### src/hdl/cmm_ram.sv
`timescale 1ns / 1ps
`default_nettype none
// ----------------------------------------------------------------------------
// cmm_ram
// generic single-write, single-read synchronous ram with registered read
// ----------------------------------------------------------------------------
module cmm_ram #(
    parameter int WIDTH = 8,
    parameter int DEPTH = 256,
    localparam int AW   = $clog2(DEPTH)
) (
    input  wire logic             i_clk,
    input  wire logic             i_we,
    input  wire logic [AW-1:0]    i_waddr,
    input  wire logic [WIDTH-1:0] i_wdata,
    input  wire logic             i_re,
    input  wire logic [AW-1:0]    i_raddr,
    output logic      [WIDTH-1:0] o_rdata
);

    logic [WIDTH-1:0] r_mem [DEPTH];
    logic [WIDTH-1:0] r_rdata;

    always_ff @(posedge i_clk) begin
        if (i_we) begin
            r_mem[i_waddr] <= i_wdata;
        end
        if (i_re) begin
            r_rdata <= r_mem[i_raddr];
        end
    end

    assign o_rdata = r_rdata;

endmodule
`default_nettype wire

### config.mk
export PLATFORM = sky130hd
export DESIGN_NAME = cmm_ram
export DESIGN_NICKNAME = d
export VERILOG_FILES = /design/src/hdl/cmm_ram.sv
export SDC_FILE = /design/constraint.sdc
export NUM_CORES = 2
export LEC_CHECK = 0
export ABC_AREA = 1
export BUFFER_PORTS_ARGS = -buffer_cell sky130_fd_sc_hd__clkbuf_2
export CAP_MARGIN = 20
export CORE_ASPECT_RATIO = 0.7
export CORE_MARGIN = 5
export CORE_UTILIZATION = 31
export CTS_CLUSTER_SIZE = 12
export DETAILED_ROUTE_END_ITERATION = 16
export GPL_ROUTABILITY_DRIVEN = 0
export RECOVER_POWER = 25
export SKIP_CTS_REPAIR_TIMING = 1
export SLEW_MARGIN = 20
export SYNTH_ARGS = -nofsm -noshare
export SYNTH_HDL_FRONTEND = slang
export SYNTH_SLANG_ARGS = --single-unit
### constraint.sdc
create_clock -name i_clk -period 2.7 [get_ports i_clk]
set_clock_uncertainty 0.2 [all_clocks]
set_input_delay 0.405 -clock i_clk [delete_from_list [all_inputs] [get_ports i_clk]]
set_output_delay 0.405 -clock i_clk [all_outputs]
set_load 0.01 [all_outputs]
==> flow_metrics.tcl <==
set metrics [dict create \
    crit_chain "dlygate4sd3_1, clkbuf_2, clkbuf_4" \
    synth_top_area_share 0.740 \
    stdcell_count 11006 \
    routedWlPerCell_um 22.5 \
    synth_area_leader_cell "edfxtp_1" \
    status "finished with violations" \
    maxSlewViolCount 110 \
    grt_pass1_vias 53618 \
    start_kind "primary input" \
    path_clk_slew_ns 0.06 \
    holdWs_ns 0.247 \
    gr-total-overflow 0 \
    antenna_found_initial 12 \
    syn_area_per_cell_um2 11.9 \
    slew_headroom -0.237 \
    yosys-top-cells-count "2123 x nand2_1, 2056 x edfxtp_1, 2019 x nand3_1" \
    setup.worst_path.start "i_wdata[6]" \
    cp.arrival_ns 2.95 \
    worst-path-buf-inv 3 \
    violations "capacitance limit, slew limit" \
    htreeDepth 4 \
    clock_path_buffers 4 \
    finalSetupViolations 0 \
    syn2layout_area_growth_pct 16.6 \
    critPathCapture "r_mem[121][6]$_DFFE_PP_" \
    fmax_mhz 386 \
    preCtsSetupSlack_ns -0.318 \
    synth.most_common_cell "nand2_1" \
    synthTopCellsByArea "edfxtp_1 74%, nand3_1 12%, nand2_1 9.5%" \
    dieHeight_um 444 \
    synth_nets 7030 \
    clock-sinks 2056 \
    synth_area_um2 83500 \
    cp_slowest_stage_delay_ns 1.17 \
    p_leak_nw 34.1 \
    worstSetupEndpointType "flop" \
    syn_inst 7003 \
    fin_ws_ns 0.106 \
    synth-edff-count 2056 \
    reg2reg_depth 11 \
    grt.total_usage 0.170 \
    layout_worst_path_cycle_share 0.961 \
    worstPathMaxFanout 51 \
    routed_wl_um 248000 \
    multiInputGateArea_um2 19100 \
    ys.flop_type "edfxtp_1" \
    final_nets 7450 \
    n_fill_cell 25759 \
    worstSetupPathType "in2reg" \
    grt_pass1_wl_um 362000 \
    drtPass1Iterations 6 \
    async_flop_share 0 \
    hold_class "in2reg" \
    reg2reg_from "r_mem[81][1]$_DFFE_PP_" \
    place_inst 10753 \
    die_w_um 630 \
    synth_seq_cells 2056 \
    hp-start "i_waddr[2]" \
    synth_cell_types 13 \
    worst_slew_pin_slew_ns 1.86 \
    power.density_nw_per_um2 664 \
    io_pins 35 \
    hold_viol_final 0 \
    tritoncts "built" \
    via_per_inst 5.21 \
    critical-path-top-delay-family "buffers and inverters" \
    std_cell_rows 159 \
    fp.dieArea_um2 280000 \
    maxCapViolCount 2 \
    rsz0062_at_grt "false" \
    clkLatencyLatePin_ns 0.84 \
    cp_num_cells 3 \
    drt_iter0_markers 8196 \
    ys_warn_count 0 \
    slowest_stage "clkbuf_2" \
    drc 0 \
    portBuffers 34 \
    ant_nets 0 \
    drive_gt1_frac 0.117 \
    ir_drop_mv 0.524 \
    dp_hpwl_um 157000 \
    core-area_um2 268000 \
    seq_area_frac_synth 0.740 \
    vias 57344 \
    grt_max_degree 81 \
    layout_min_cycle_time_ns 2.59 \
    r2r_slack_ns 0.23 \
    cts-root-buf "clkbuf_16" \
    register_area_um2 61700 \
    cts_buffers 200 \
    initial_core_util 0.311 \
    cp.required_ns 3.05 \
    rr_endpoint "o_rdata[1]$_DFFE_PP_" \
]
final cells by class:
class / instances / area share
clock inverters: 10 / 0.00108
clock buffers: 228 / 0.0534
repair buffers: 701 / 0.0669
multi-input cells: 4425 / 0.197
inverters: 39 / 0.00185
flip-flops and latches: 2056 / 0.634
well taps: 3542 / 0.0455
diodes: 5 / 0.000129
state kept, by name (all words and copies together) (netlist names):
name / cells
r_mem: 2048
o_rdata: 8
cell usage in the layout (no fill, tap or decap), types with 10 or more instances in the layout:
cell           count
inv_1             34
dlygate4sd3_1     10
buf_12           112
nand2_1         2123
clkbuf_1          57
edfxtp_1        2056
buf_4            502
nand3_1         2019
nor2_1           283
clkbuf_2          35
clkbuf_16        204
power by group:
part	total (W)	switching, W	internal [W]	leakage (nW)
logic	0.00459	0.00328	0.00131	13.0
clock network	0.0248	0.0113	0.0135	2.59
registers	0.0352	0.0000442	0.0352	18.5
how the worst min path moves through the flow:
stage | depth (start not counted) | slack [ns] | endpoint
after floorplan | 0 | 0.30 | r_mem[0][0]$_DFFE_PP_
after global placement | 1 | 0.53 | r_mem[1][1]$_DFFE_PP_
after detailed placement | 1 | 0.53 | r_mem[0][1]$_DFFE_PP_
after CTS | 1 | -0.37 | r_mem[2][1]$_DFFE_PP_
after global routing | 5 | 0.22 | r_mem[231][1]$_DFFE_PP_
final | 5 | 0.25 | r_mem[173][7]$_DFFE_PP_
routing by layer:
layer	up-vias	wire, µm	GRT usage
met5	-	0	0
met4	0	5120	0.0381
met3	362	32200	0.0516
met2	3139	102000	0.237
met1	28232	109000	0.259
li1	25611	-	-
tightest hold or removal path, cell delays in order:
cell	delay (ns)
clkbuf_2	0.11
nand2_1	0.13
nor2_1	0.08
inv_1	0.20
nor2_1	0.15
stage by stage:
stage	cell area (µm²)	util	power (W)	setup TNS (ns)
final	97300	0.363	0.0647	0
after global routing	97300	0.363	0.0667	0
after CTS	97500	0.364	0.0650	0
after detailed placement	92200	0.344	0.0405	-1.69
after global placement	92200	0.344	0.0404	-1.66
after floorplan	83500	-	0.0381	0
logic make-up (layout without fill, tap and decap cells):
logic type	Yosys count	count (layout)	share of synthesized area
other	0	5	0
flip-flops	2056	2056	0.740
AND/OR/NAND/NOR	4425	4425	0.229
buffers and inverters	522	978	0.0312
Note: power is estimated with default switching activity, not from simulation.
