### src/hdl/cmm_pkg.sv
`timescale 1ns / 1ps
`default_nettype none
// ----------------------------------------------------------------------------
// cmm_pkg
// shared types, codes and sizes for the console memory map with object dma
// ----------------------------------------------------------------------------
package cmm_pkg;

    // store sizes and copy start delay
    localparam int VRAM_BYTES      = 8192;
    localparam int WRAM_BYTES      = 8192;
    localparam int HRAM_BYTES      = 127;
    localparam int OAM_BYTES       = 160;
    localparam int DMA_START_DELAY = 2;

    localparam int VRAM_AW = $clog2(VRAM_BYTES);
    localparam int WRAM_AW = $clog2(WRAM_BYTES);
    localparam int HRAM_AW = $clog2(HRAM_BYTES);
    localparam int OAM_AW  = $clog2(OAM_BYTES);

    // clearing pass covers the deepest store
    localparam int CLR_BYTES = (VRAM_BYTES > WRAM_BYTES) ? VRAM_BYTES : WRAM_BYTES;
    localparam int CLR_AW    = $clog2(CLR_BYTES);

    localparam logic [7:0] BYTE_ONES = 8'hFF;

    typedef enum logic [1:0] {
        FN_READ  = 2'd0,
        FN_WRITE = 2'd1,
        FN_TICK  = 2'd2,
        FN_NOP   = 2'd3
    } t_func;

    typedef enum logic [2:0] {
        TGT_NONE  = 3'd0,
        TGT_CART  = 3'd1,
        TGT_PAD   = 3'd2,
        TGT_TIMER = 3'd3,
        TGT_SOUND = 3'd4,
        TGT_WAVE  = 3'd5,
        TGT_LCD   = 3'd6
    } t_target;

    typedef enum logic [1:0] {
        ERR_OK          = 2'd0,
        ERR_ABSENT      = 2'd1,
        ERR_UNSUPPORTED = 2'd2
    } t_err;

    typedef enum logic [1:0] {
        CFG_CART  = 2'd0,
        CFG_SOUND = 2'd1,
        CFG_LCD   = 2'd2
    } t_cfg_index;

    typedef enum logic [3:0] {
        RG_EXT,
        RG_ABSENT,
        RG_VRAM,
        RG_WRAM,
        RG_OAM,
        RG_HRAM,
        RG_IE,
        RG_IF,
        RG_SER_DATA,
        RG_SER_CTRL,
        RG_DMA,
        RG_BAD
    } t_region;

    typedef enum logic [1:0] {
        ST_CLEAR,
        ST_IDLE,
        ST_READ,
        ST_EXEC
    } t_state;

    typedef struct packed {
        t_region region;
        t_target target;
    } t_decode;

    typedef struct packed {
        logic [1:0]  func;
        logic [15:0] address;
        logic [7:0]  write_data;
        logic [7:0]  ext_data;
    } t_in_item;

    typedef struct packed {
        logic [7:0]  read_data;
        logic [2:0]  ext_target;
        logic        ext_write;
        logic [15:0] ext_address;
        logic [7:0]  ext_write_data;
        logic        dma_busy;
        logic [15:0] dma_source_address;
        logic [1:0]  error_code;
    } t_out_item;

endpackage
`default_nettype wire

### src/hdl/cmm_decode.sv
`timescale 1ns / 1ps
`default_nettype none
// ----------------------------------------------------------------------------
// cmm_decode
// bus address decoder: local region or external unit with presence check
// ----------------------------------------------------------------------------
module cmm_decode
    import cmm_pkg::*;
(
    input  wire logic [15:0] i_addr,
    input  wire logic        i_cart_att,
    input  wire logic        i_sound_att,
    input  wire logic        i_lcd_att,
    output t_decode          o_dec
);

    logic [15:0] w_hram_off;

    assign w_hram_off = i_addr - 16'hFF80;

    always_comb begin
        o_dec.region = RG_BAD;
        o_dec.target = TGT_NONE;
        // external units first
        if (i_addr inside {[16'h0000:16'h7FFF], [16'hA000:16'hBFFF]}) begin
            o_dec.region = i_cart_att ? RG_EXT : RG_ABSENT;
            o_dec.target = TGT_CART;
        end else if (i_addr == 16'hFF00) begin
            o_dec.region = RG_EXT;
            o_dec.target = TGT_PAD;
        end else if (i_addr inside {[16'hFF04:16'hFF07]}) begin
            o_dec.region = RG_EXT;
            o_dec.target = TGT_TIMER;
        end else if (i_addr inside {[16'hFF10:16'hFF26]}) begin
            o_dec.region = i_sound_att ? RG_EXT : RG_ABSENT;
            o_dec.target = TGT_SOUND;
        end else if (i_addr inside {[16'hFF30:16'hFF3F]}) begin
            o_dec.region = i_sound_att ? RG_EXT : RG_ABSENT;
            o_dec.target = TGT_WAVE;
        end else if (i_addr inside {[16'hFF40:16'hFF4B]} && i_addr != 16'hFF46) begin
            o_dec.region = i_lcd_att ? RG_EXT : RG_ABSENT;
            o_dec.target = TGT_LCD;
        // local stores and registers
        end else if (i_addr inside {[16'h8000:16'h9FFF]}) begin
            o_dec.region = RG_VRAM;
        end else if (i_addr inside {[16'hC000:16'hDFFF]}) begin
            o_dec.region = RG_WRAM;
        end else if (i_addr >= 16'hFE00 && i_addr < 16'(16'hFE00 + OAM_BYTES)) begin
            o_dec.region = RG_OAM;
        end else if (i_addr == 16'hFFFF) begin
            o_dec.region = RG_IE;
        end else if (i_addr >= 16'hFF80) begin
            o_dec.region = (w_hram_off < 16'(HRAM_BYTES)) ? RG_HRAM : RG_BAD;
        end else if (i_addr == 16'hFF01) begin
            o_dec.region = RG_SER_DATA;
        end else if (i_addr == 16'hFF02) begin
            o_dec.region = RG_SER_CTRL;
        end else if (i_addr == 16'hFF0F) begin
            o_dec.region = RG_IF;
        end else if (i_addr == 16'hFF46) begin
            o_dec.region = RG_DMA;
        end
    end

endmodule
`default_nettype wire

### config.mk
export PLATFORM = sky130hd
export DESIGN_NAME = cmm_decode
export DESIGN_NICKNAME = d
export VERILOG_FILES = /design/src/hdl/cmm_pkg.sv /design/src/hdl/cmm_decode.sv
export SDC_FILE = /design/constraint.sdc
export NUM_CORES = 1
export LEC_CHECK = 0
export BUFFER_PORTS_ARGS = -buffer_cell sky130_fd_sc_hd__buf_2
export CAP_MARGIN = 20
export CORE_AREA = 3 3 43 45
export DETAILED_ROUTE_END_ITERATION = 8
export DIE_AREA = 0 0 46 48
export PLACE_DENSITY_LB_ADDON = 0.15
export SLEW_MARGIN = 30
export SYNTH_ARGS = -nofsm -noshare
export SYNTH_HDL_FRONTEND = slang
export SYNTH_SLANG_ARGS = --single-unit
export TNS_END_PERCENT = 20
### constraint.sdc
create_clock -name vclk -period 3.7
set_input_delay 0.555 -clock vclk [all_inputs]
set_output_delay 0.555 -clock vclk [all_outputs]
set_load 0.05 [all_outputs]
==> results of run 1 <==
## worst max-delay path: cells and delay by family
family                 cells  cell delay (ps)
AOI/OAI and AO/OA          2              390
buffers and inverters      2              470
and+or+nand+nor            3              960
## cell families (layout without fill, tap and decap cells)
group / after synthesis / after routing
fa+ha+maj: 3 / 3
simple gates: 38 / 38
xor+xnor: 3 / 3
compound gates: 20 / 20
buf+inv: 7 / 31
## layout by cell type, fill, tap and decap left out, types with 2 or more instances in the layout
cell type / instances
a211o_1: 2
a21oi_1: 3
and4b_1: 2
buf_2: 26
ha_1: 3
inv_1: 5
nand2_1: 4
nand3_1: 2
nand4_1: 4
nor2_1: 7
nor3_1: 3
nor3b_1: 2
o21ai_0: 3
or2_2: 2
or4_4: 2
xor2_1: 2
## cell usage after synthesis
library cell / instances / area share (%)
nor2_1: 7 / 5.2
inv_1: 5 / 3.7
nand2_1: 4 / 3.0
nand4_1: 4 / 4.9
a21oi_1: 3 / 3.0
ha_1: 3 / 7.4
nor3_1: 3 / 3.0
o21ai_0: 3 / 3.0
a211o_1: 2 / 3.5
and4b_1: 2 / 4.0
nand3_1: 2 / 2.0
nor3b_1: 2 / 3.0
or2_2: 2 / 2.5
or4_4: 2 / 4.5
xor2_1: 2 / 3.5
a21boi_0: 1 / 1.5
a21o_1: 1 / 1.5
a21o_2: 1 / 1.7
a311o_2: 1 / 2.2
a311oi_1: 1 / 1.7
a31oi_1: 1 / 1.2
a32oi_1: 1 / 1.7
and3_2: 1 / 1.5
and3b_1: 1 / 1.7
and4b_2: 1 / 2.2
buf_6: 1 / 2.2
clkdlybuf4s15_1: 1 / 2.0
nand3_2: 1 / 2.0
nand3b_1: 1 / 1.5
nand4b_1: 1 / 1.7
nor2b_1: 1 / 1.2
nor4_1: 1 / 1.2
nor4_2: 1 / 2.5
o21a_1: 1 / 1.5
o21ai_2: 1 / 1.7
o21ba_2: 1 / 2.0
o311a_1: 1 / 2.0
o32ai_1: 1 / 1.7
or4b_1: 1 / 2.0
xnor2_1: 1 / 1.7
## metal layers
metal / part of all wire, % / vias up / track usage, %
li1: - / 328 / -
met1: 47 / 279 / 17.61
met2: 48 / 14 / 24.73
met3: 4.8 / 0 / 0
met4: 0 / 0 / 0
met5: 0 / - / 0
## power breakdown
group          internal, W  switching (W)   total, W
registers                0              0          0
clock network            0              0          0
logic            0.0000231      0.0000389  0.0000619
total            0.0000231      0.0000389  0.0000619
## worst max-delay path by stage
stage	end	cells after the start	slack [ps]	start
after global routing	o_dec[3]	7	610	i_addr[7]
after floorplan	o_dec[3]	6	210	i_addr[7]
final	o_dec[3]	7	770	i_addr[7]
after CTS	o_dec[3]	7	760	i_addr[7]
after detailed placement	o_dec[3]	7	770	i_addr[7]
after global placement	o_dec[3]	7	790	i_addr[7]
## cell type report
class	count	area share (%)
repair buffers	26	20.51
multi-input cells	64	73.37
well taps	16	3.156
inverters	5	2.959
## stage by stage
stage	area (um^2)	utilization, %	cells	setup slack [ps]	hold WS [ps]
2_1_floorplan	505.5	-	71	211.7	1401
3_3_place_gp	634.4	42.11	111	792.3	1443
3_5_place_dp	634.4	42.11	111	768.2	1446
4_1_cts	634.4	42.11	111	762.0	1447
5_1_grt	634.4	42.11	111	606.5	1465
6_report	634.4	42.11	111	773.4	1448
==> reports/results.tsv, run 1 <==
metric	value	unit
post-synthesis sequential area ratio	0	%
WP data required	3140	ps
Die Wd	46	um
post-synthesis simple-gate area fraction	49.50	%
Post-Syn Nets	93	
register area	0	um^2
Placer Congestion	0.8138	
Initial Utilization	33.55	%
layout cells sized above 1	40.00	%
status	complete, no violations	
RSZ-0062 raised after global routing	false	
Avg Cell Area, Syn	7.120	um^2
Hold-fix buffers, CTS	0	
CP max-delay cell	or4b_1	
First-pass DRT Iterations	4	
HP Class	input pin to output port	
final WL	1484	um
IO buf count	26	
nature of the critical path endpoint	output port	
initial antenna violation count	0	
post-synthesis xor/xnor area fraction	5.198	%
Post-CTS Setup Inserts	0	
library cells used by synthesis	40	
adder-cell share of the synthesized area	7.426	%
worst hold endpoint	o_dec[3]	
PwrDens	97.62	mW/mm^2
drt drc	0	
Total GRT Usage	13.09	%
final period utilization	79.10	%
first-pass GRT wire length	2201	um
DIE HEIGHT	48	um
Fmax	341.7	MHz
Post-Syn Instances	71	
Max-Cap Viols	0	
Leakage	0.3095	nW
Final Setup Violations	0	
Synth Cell Area	505.5	um^2
Core ar.	0.001506	mm^2
die area	0.002208	mm^2
Startpoint Class	input pin	
vias in the first global route	514	
largest net degree at the start of global routing	11	
First DRT Iteration DRCs	9	
most frequent CP cell	buf_2	
VDD IR max	0.04250	mV
via density per instance	5.595	
CP peak stage delay	540	ps
yosys warns	0	
post-DR wirelength/cell	13.37	um
CP Cell Sequence	buf_2 > or4b_1 > nor4_2 > nand3_1 > o311a_1 > o32ai_1 > buf_2	
Final TNS setup	0	ps
Final Power	0.00006192	W
hpwl dp	1239	um
Remaining Overflow, GRT	0	
post-synthesis mux area share	0	%
Rel. slew slack	76.93	%
cts repair resizes	0	
CP Max Fanout	10	
Max Transition Viols Final	0	
fill count	185	
antenna-violating nets left	0	
IO Pins	26	
main combinational cell family by area after synthesis	simple AND/OR/NAND/NOR gates	
post-layout min period	2927	ps
final net count	119	
FF+latch count	0	
Compound-Gate Fraction of Synth Area	29.95	%
multi-input logic area	465.4	um^2
clock buf count	0	
hold path cells	3	
Arr. time, crit path	2370	ps
min-delay src	i_cart_att	
Crit Path Category	input pin to output port	
total number of vias	621	
Synth-to-Final Area Change	25.49	%
Slew @ Worst Pin	343.0	ps
Final Hold Vio Count	0	
antenna fix cells	0	
row count	14	
Note: power is estimated with default switching activity, not from simulation.
==> run 2, diff against run 1 <==
==> constraint.sdc (replaced) <==
create_clock -name vclk -period 3
set_input_delay 0.45 -clock vclk [all_inputs]
set_output_delay 0.45 -clock vclk [all_outputs]
set_load 0.05 [all_outputs]
==> run 2 against run 1 <==
- critical path depth unchanged
- combinational power increased by 26%
- first-iteration DRC count increased by 44%
- count of clock-buffer cells in the layout unchanged
- routed wire length decreased by 0.61%
- die area unchanged
- total power increased by 26%
- critical path type unchanged
- largest cell class unchanged
==> reports/results.tsv, run 2 (synthesized netlist as in run 1, its figures left out) <==
metric	value	unit	change
total number of vias	633		was 621
via density per instance	5.602		was 5.595
final net count	121		was 119
sw power	0.00004777	W	was 0.00003886 W
Die Wd	46	um	unchanged
nature of the critical path endpoint	output port		unchanged
Arr. time, crit path	2230	ps	was 2370 ps
Leakage	0.3207	nW	was 0.3095 nW
CP max-delay cell	or4_4		was or4b_1
Final Hold Vio Count	0		unchanged
vias in the first global route	579		was 514
First-pass DRT Iterations	4		unchanged
Initial Utilization	33.55	%	unchanged
antenna-violating nets left	0		unchanged
Seq pwr share	0	%	about the same
Clk pwr share	0	%	about the same
IO buf count	26		unchanged
CP peak stage delay	540	ps	about the same
Post-CTS Setup Inserts	0		unchanged
drt drc	0		unchanged
First DRT Iteration DRCs	13		was 9
HP Class	input pin to output port		unchanged
Synth-to-Final Area Change	29.95	%	was 25.49%
row count	14		unchanged
Fmax	372.8	MHz	
Rel. slew slack	80.78	%	was 76.93%
clock buf count	0		unchanged
commonest non-fill, non-tap cell in the layout	buf_2		unchanged
Core ar.	0.001506	mm^2	unchanged
largest net degree at the start of global routing	11		unchanged
Slew @ Worst Pin	285.9	ps	was 343.0 ps
status	complete, no violations		unchanged
Startpoint Class	input pin		unchanged
post-DR wirelength/cell	13.05	um	was 13.37 um
register area	0	um^2	unchanged
IO Pins	26		unchanged
CP Max Fanout	10		unchanged
internal power	0.00003025	W	was 0.00002307 W
layout cells sized above 1	42.27	%	was 40.00%
most frequent cells in the layout	buf_2, nor2_1, inv_1		unchanged
Final TNS setup	0	ps	unchanged
cts repair resizes	0		unchanged
Switching Share	61.23	%	was 62.75%
VDD IR max	0.05467	mV	was 0.04250 mV
antenna fix cells	0		unchanged
RSZ-0062 raised after global routing	false		unchanged
Total GRT Usage	14.01	%	was 13.09%
PwrDens	118.8	mW/mm^2	was 97.62 mW/mm^2
hpwl dp	1245	um	was 1239 um
initial antenna violation count	0		unchanged
hold path cells	3		unchanged
post-layout min period	2683	ps	
final WL	1475	um	was 1484 um
Placer Congestion	0.8139		was 0.8138
Crit Path Category	input pin to output port		unchanged
Max-Cap Viols	0		unchanged
FF+latch count	0		unchanged
Remaining Overflow, GRT	0		unchanged
final period utilization	89.42	%	
Hold-fix buffers, CTS	0		unchanged
WP data required	2550	ps	was 3140 ps
CP Cell Sequence	buf_2 > or4_4 > or4_4 > o21a_1 > o21ai_2 > o32ai_2 > buf_2		was buf_2 > or4b_1 > nor4_2 > nand3_1 > o311a_1 > o32ai_1 > buf_2
Final Power	0.00007802	W	was 0.00006192 W
DIE HEIGHT	48	um	unchanged
Gate power share	100.0	%	about the same
Final Setup Violations	0		unchanged
die area	0.002208	mm^2	unchanged
first-pass GRT wire length	2394	um	was 2201 um
Max Transition Viols Final	0		unchanged
-- run 2: per-layer routing --
metal  global-route usage (%)  share of wire (%)  vias up
li1                         -                  -      332
met4                        0                  0        0
met1                    18.26                 47      284
met2                    27.20                 47       17
met5                        0                  0        -
met3                        0                5.4        0
-- run 2: layout make-up --
class	instances	area (um^2)
tap	16	20.02
fill	164	849.6
timing repair buffer	28	145.1
multi-input combinational	64	473.0
inverter	5	18.77
-- run 2: final timing paths --
kind        from        to  slack [ps]
max    i_addr[7]  o_dec[3]         320
min   i_cart_att  o_dec[3]        1240
-- run 2: power groups by stage --
stage | Combinational (W) | Clock (W) | Sequential (W)
2_1_floorplan | 0.0000481 | 0 | 0
3_3_place_gp | 0.0000771 | 0 | 0
3_5_place_dp | 0.0000779 | 0 | 0
4_1_cts | 0.0000782 | 0 | 0
5_1_grt | 0.0000863 | 0 | 0
6_report | 0.0000780 | 0 | 0
-- run 2: critical path, delay by kind of cell --
family,cells,cell delay (ps)
AND/OR/NAND/NOR,2,1040
AO/OA/AOI/OAI,3,370
buffers and inverters,2,360
-- run 2: through the flow --
stage          worst slack, ps  cells  cell area, um^2  hold WS, ps  util, %
2_1_floorplan           -126.6     71            513.0         1088        -
3_3_place_gp             324.9    113            656.9         1238    43.60
3_5_place_dp             316.1    113            656.9         1238    43.60
4_1_cts                  311.9    113            656.9         1245    43.60
5_1_grt                  156.7    113            656.9         1251    43.60
6_report                 317.3    113            656.9         1241    43.60
==> run 3, diff against run 2 <==
--- a/config.mk
+++ b/config.mk
@@ -7,10 +7,11 @@
 export LEC_CHECK = 0
 export BUFFER_PORTS_ARGS = -buffer_cell sky130_fd_sc_hd__buf_2
 export CAP_MARGIN = 20
-export CORE_AREA = 3 3 43 45
+export CORE_AREA = 3 3 40 42
 export DETAILED_ROUTE_END_ITERATION = 8
-export DIE_AREA = 0 0 46 48
-export PLACE_DENSITY_LB_ADDON = 0.15
+export DIE_AREA = 0 0 43 45
+export PLACE_DENSITY_LB_ADDON = 0.12
+export SETUP_SLACK_MARGIN = 0.4
 export SLEW_MARGIN = 30
 export SYNTH_ARGS = -nofsm -noshare
 export SYNTH_HDL_FRONTEND = slang
==> run 3 against run 2 <==
- via count grew 3.0%
- die area shrank 12%
- total power grew 11%
- routed wire length is essentially flat
==> reports/results.tsv, run 3 (synthesized netlist as in run 1, its figures left out) <==
metric	value	unit	change
Core ar.	0.001285	mm^2	was 0.001506 mm^2
Switching Share	57.64	%	was 61.23%
Remaining Overflow, GRT	0		unchanged
commonest non-fill, non-tap cell in the layout	buf_2		unchanged
first-pass GRT wire length	2380	um	was 2394 um
Total GRT Usage	15.01	%	was 14.01%
First-pass DRT Iterations	4		unchanged
HP Class	input pin to output port		unchanged
Leakage	0.3515	nW	was 0.3207 nW
hpwl dp	1202	um	was 1245 um
internal power	0.00003661	W	was 0.00003025 W
Slew @ Worst Pin	454.5	ps	was 285.9 ps
Final Hold Vio Count	0		unchanged
final WL	1474	um	was 1475 um
register area	0	um^2	unchanged
layout cells sized above 1	47.47	%	was 42.27%
First DRT Iteration DRCs	16		was 13
antenna fix cells	0		unchanged
RSZ-0062 raised after global routing	true		was false
PwrDens	117.7	mW/mm^2	was 118.8 mW/mm^2
post-layout min period	2615	ps	was 2683 ps
initial antenna violation count	0		unchanged
post-DR wirelength/cell	12.93	um	was 13.05 um
Placer Congestion	0.7465		was 0.8139
CP Max Fanout	5		was 10
Hold-fix buffers, CTS	0		unchanged
hold_ws	1206	ps	was 1241 ps
Final Setup Violations	0		unchanged
CP peak stage delay	540	ps	about the same
CP Cell Sequence	buf_8 > or4b_4 > nor4_4 > buf_4 > a21o_2 > o311a_1 > o32ai_2 > buf_6		was buf_2 > or4_4 > or4_4 > o21a_1 > o21ai_2 > o32ai_2 > buf_2
FF+latch count	0		unchanged
Rel. slew slack	69.43	%	was 80.78%
Arr. time, crit path	2170	ps	was 2230 ps
final net count	123		was 121
Max Transition Viols Final	0		unchanged
IO buf count	26		unchanged
Final TNS setup	0	ps	unchanged
Fmax	382.4	MHz	was 372.8 MHz
antenna-violating nets left	0		unchanged
fill count	143		was 164
row count	13		was 14
Synth-to-Final Area Change	45.30	%	was 29.95%
status	complete, no violations		unchanged
die area	0.001935	mm^2	was 0.002208 mm^2
VDD IR max	0.05286	mV	was 0.05467 mV
vias in the first global route	540		was 579
Seq pwr share	0	%	about the same
largest net degree at the start of global routing	11		unchanged
Startpoint Class	input pin		unchanged
Max-Cap Viols	0		unchanged
drt drc	0		unchanged
DIE HEIGHT	45	um	was 48 um
final period utilization	87.17	%	was 89.42%
Clk pwr share	0	%	about the same
most frequent cells in the layout	buf_2, nor2_1, buf_4		was buf_2, nor2_1, inv_1
WP data required	2550	ps	about the same
nature of the critical path endpoint	output port		unchanged
Crit Path Category	input pin to output port		unchanged
sw power	0.00004981	W	was 0.00004777 W
via density per instance	5.719		was 5.602
IO Pins	26		unchanged
Initial Utilization	39.34	%	was 33.55%
Die Wd	43	um	was 46 um
total number of vias	652		was 633
clock buf count	0		unchanged
CP max-delay cell	or4b_4		was or4_4
Gate power share	100.0	%	about the same
[run 3: through the flow]
stage	setup slack (ps)	area (um^2)	power (W)	instances	util, %
floorplan	16.01	523.0	0.00004900	71	-
global placement	312.2	658.1	0.00007631	111	51.22
detailed placement	283.7	658.1	0.00007725	111	51.22
CTS	363.5	679.4	0.00008083	112	52.87
global route	305.0	734.5	0.00009356	114	57.16
finish	384.9	734.5	0.00008642	114	57.16
[run 3: routing by layer]
layer	GRT usage [%]	share of wire (%)	vias to the layer above
li1	-	-	333
met1	20.48	43	296
met2	28.14	50	23
met3	0.3984	7.5	0
met4	0	0	0
met5	0	0	-
[run 3: critical path: cells and delay by family]
kind,cells,cell delay (ps)
AO/OA/AOI/OAI,3,380
buffers and inverters,3,440
AND/OR/NAND/NOR,2,890
[run 3: repair_timing]
item / CTS / global route
buffers inserted: 1 / 2
setup endpoints to repair: 4 / 6
pin swaps: 5 / 4
resized for setup: 5 / 12
[run 3: area by class of cell]
type | instances | area [um^2] | share of cell area (%)
inverter | 5 | 18.77 | 2.555
timing repair buffer | 30 | 196.4 | 26.75
multi-input combinational | 64 | 500.5 | 68.14
tap | 15 | 18.77 | 2.555
[run 3: worst paths after layout]
path	from	endpoint	slack, ps	cells after the start
min	i_cart_att	o_dec[3]	1210	3
max	i_addr[5]	o_dec[3]	380	8
[run 3: power by group through the flow]
stage / Combinational (W) / Clock, W / Sequential [W]
2_1_floorplan: 0.0000490 / 0 / 0
3_3_place_gp: 0.0000763 / 0 / 0
3_5_place_dp: 0.0000772 / 0 / 0
4_1_cts: 0.0000808 / 0 / 0
5_1_grt: 0.0000936 / 0 / 0
6_report: 0.0000864 / 0 / 0
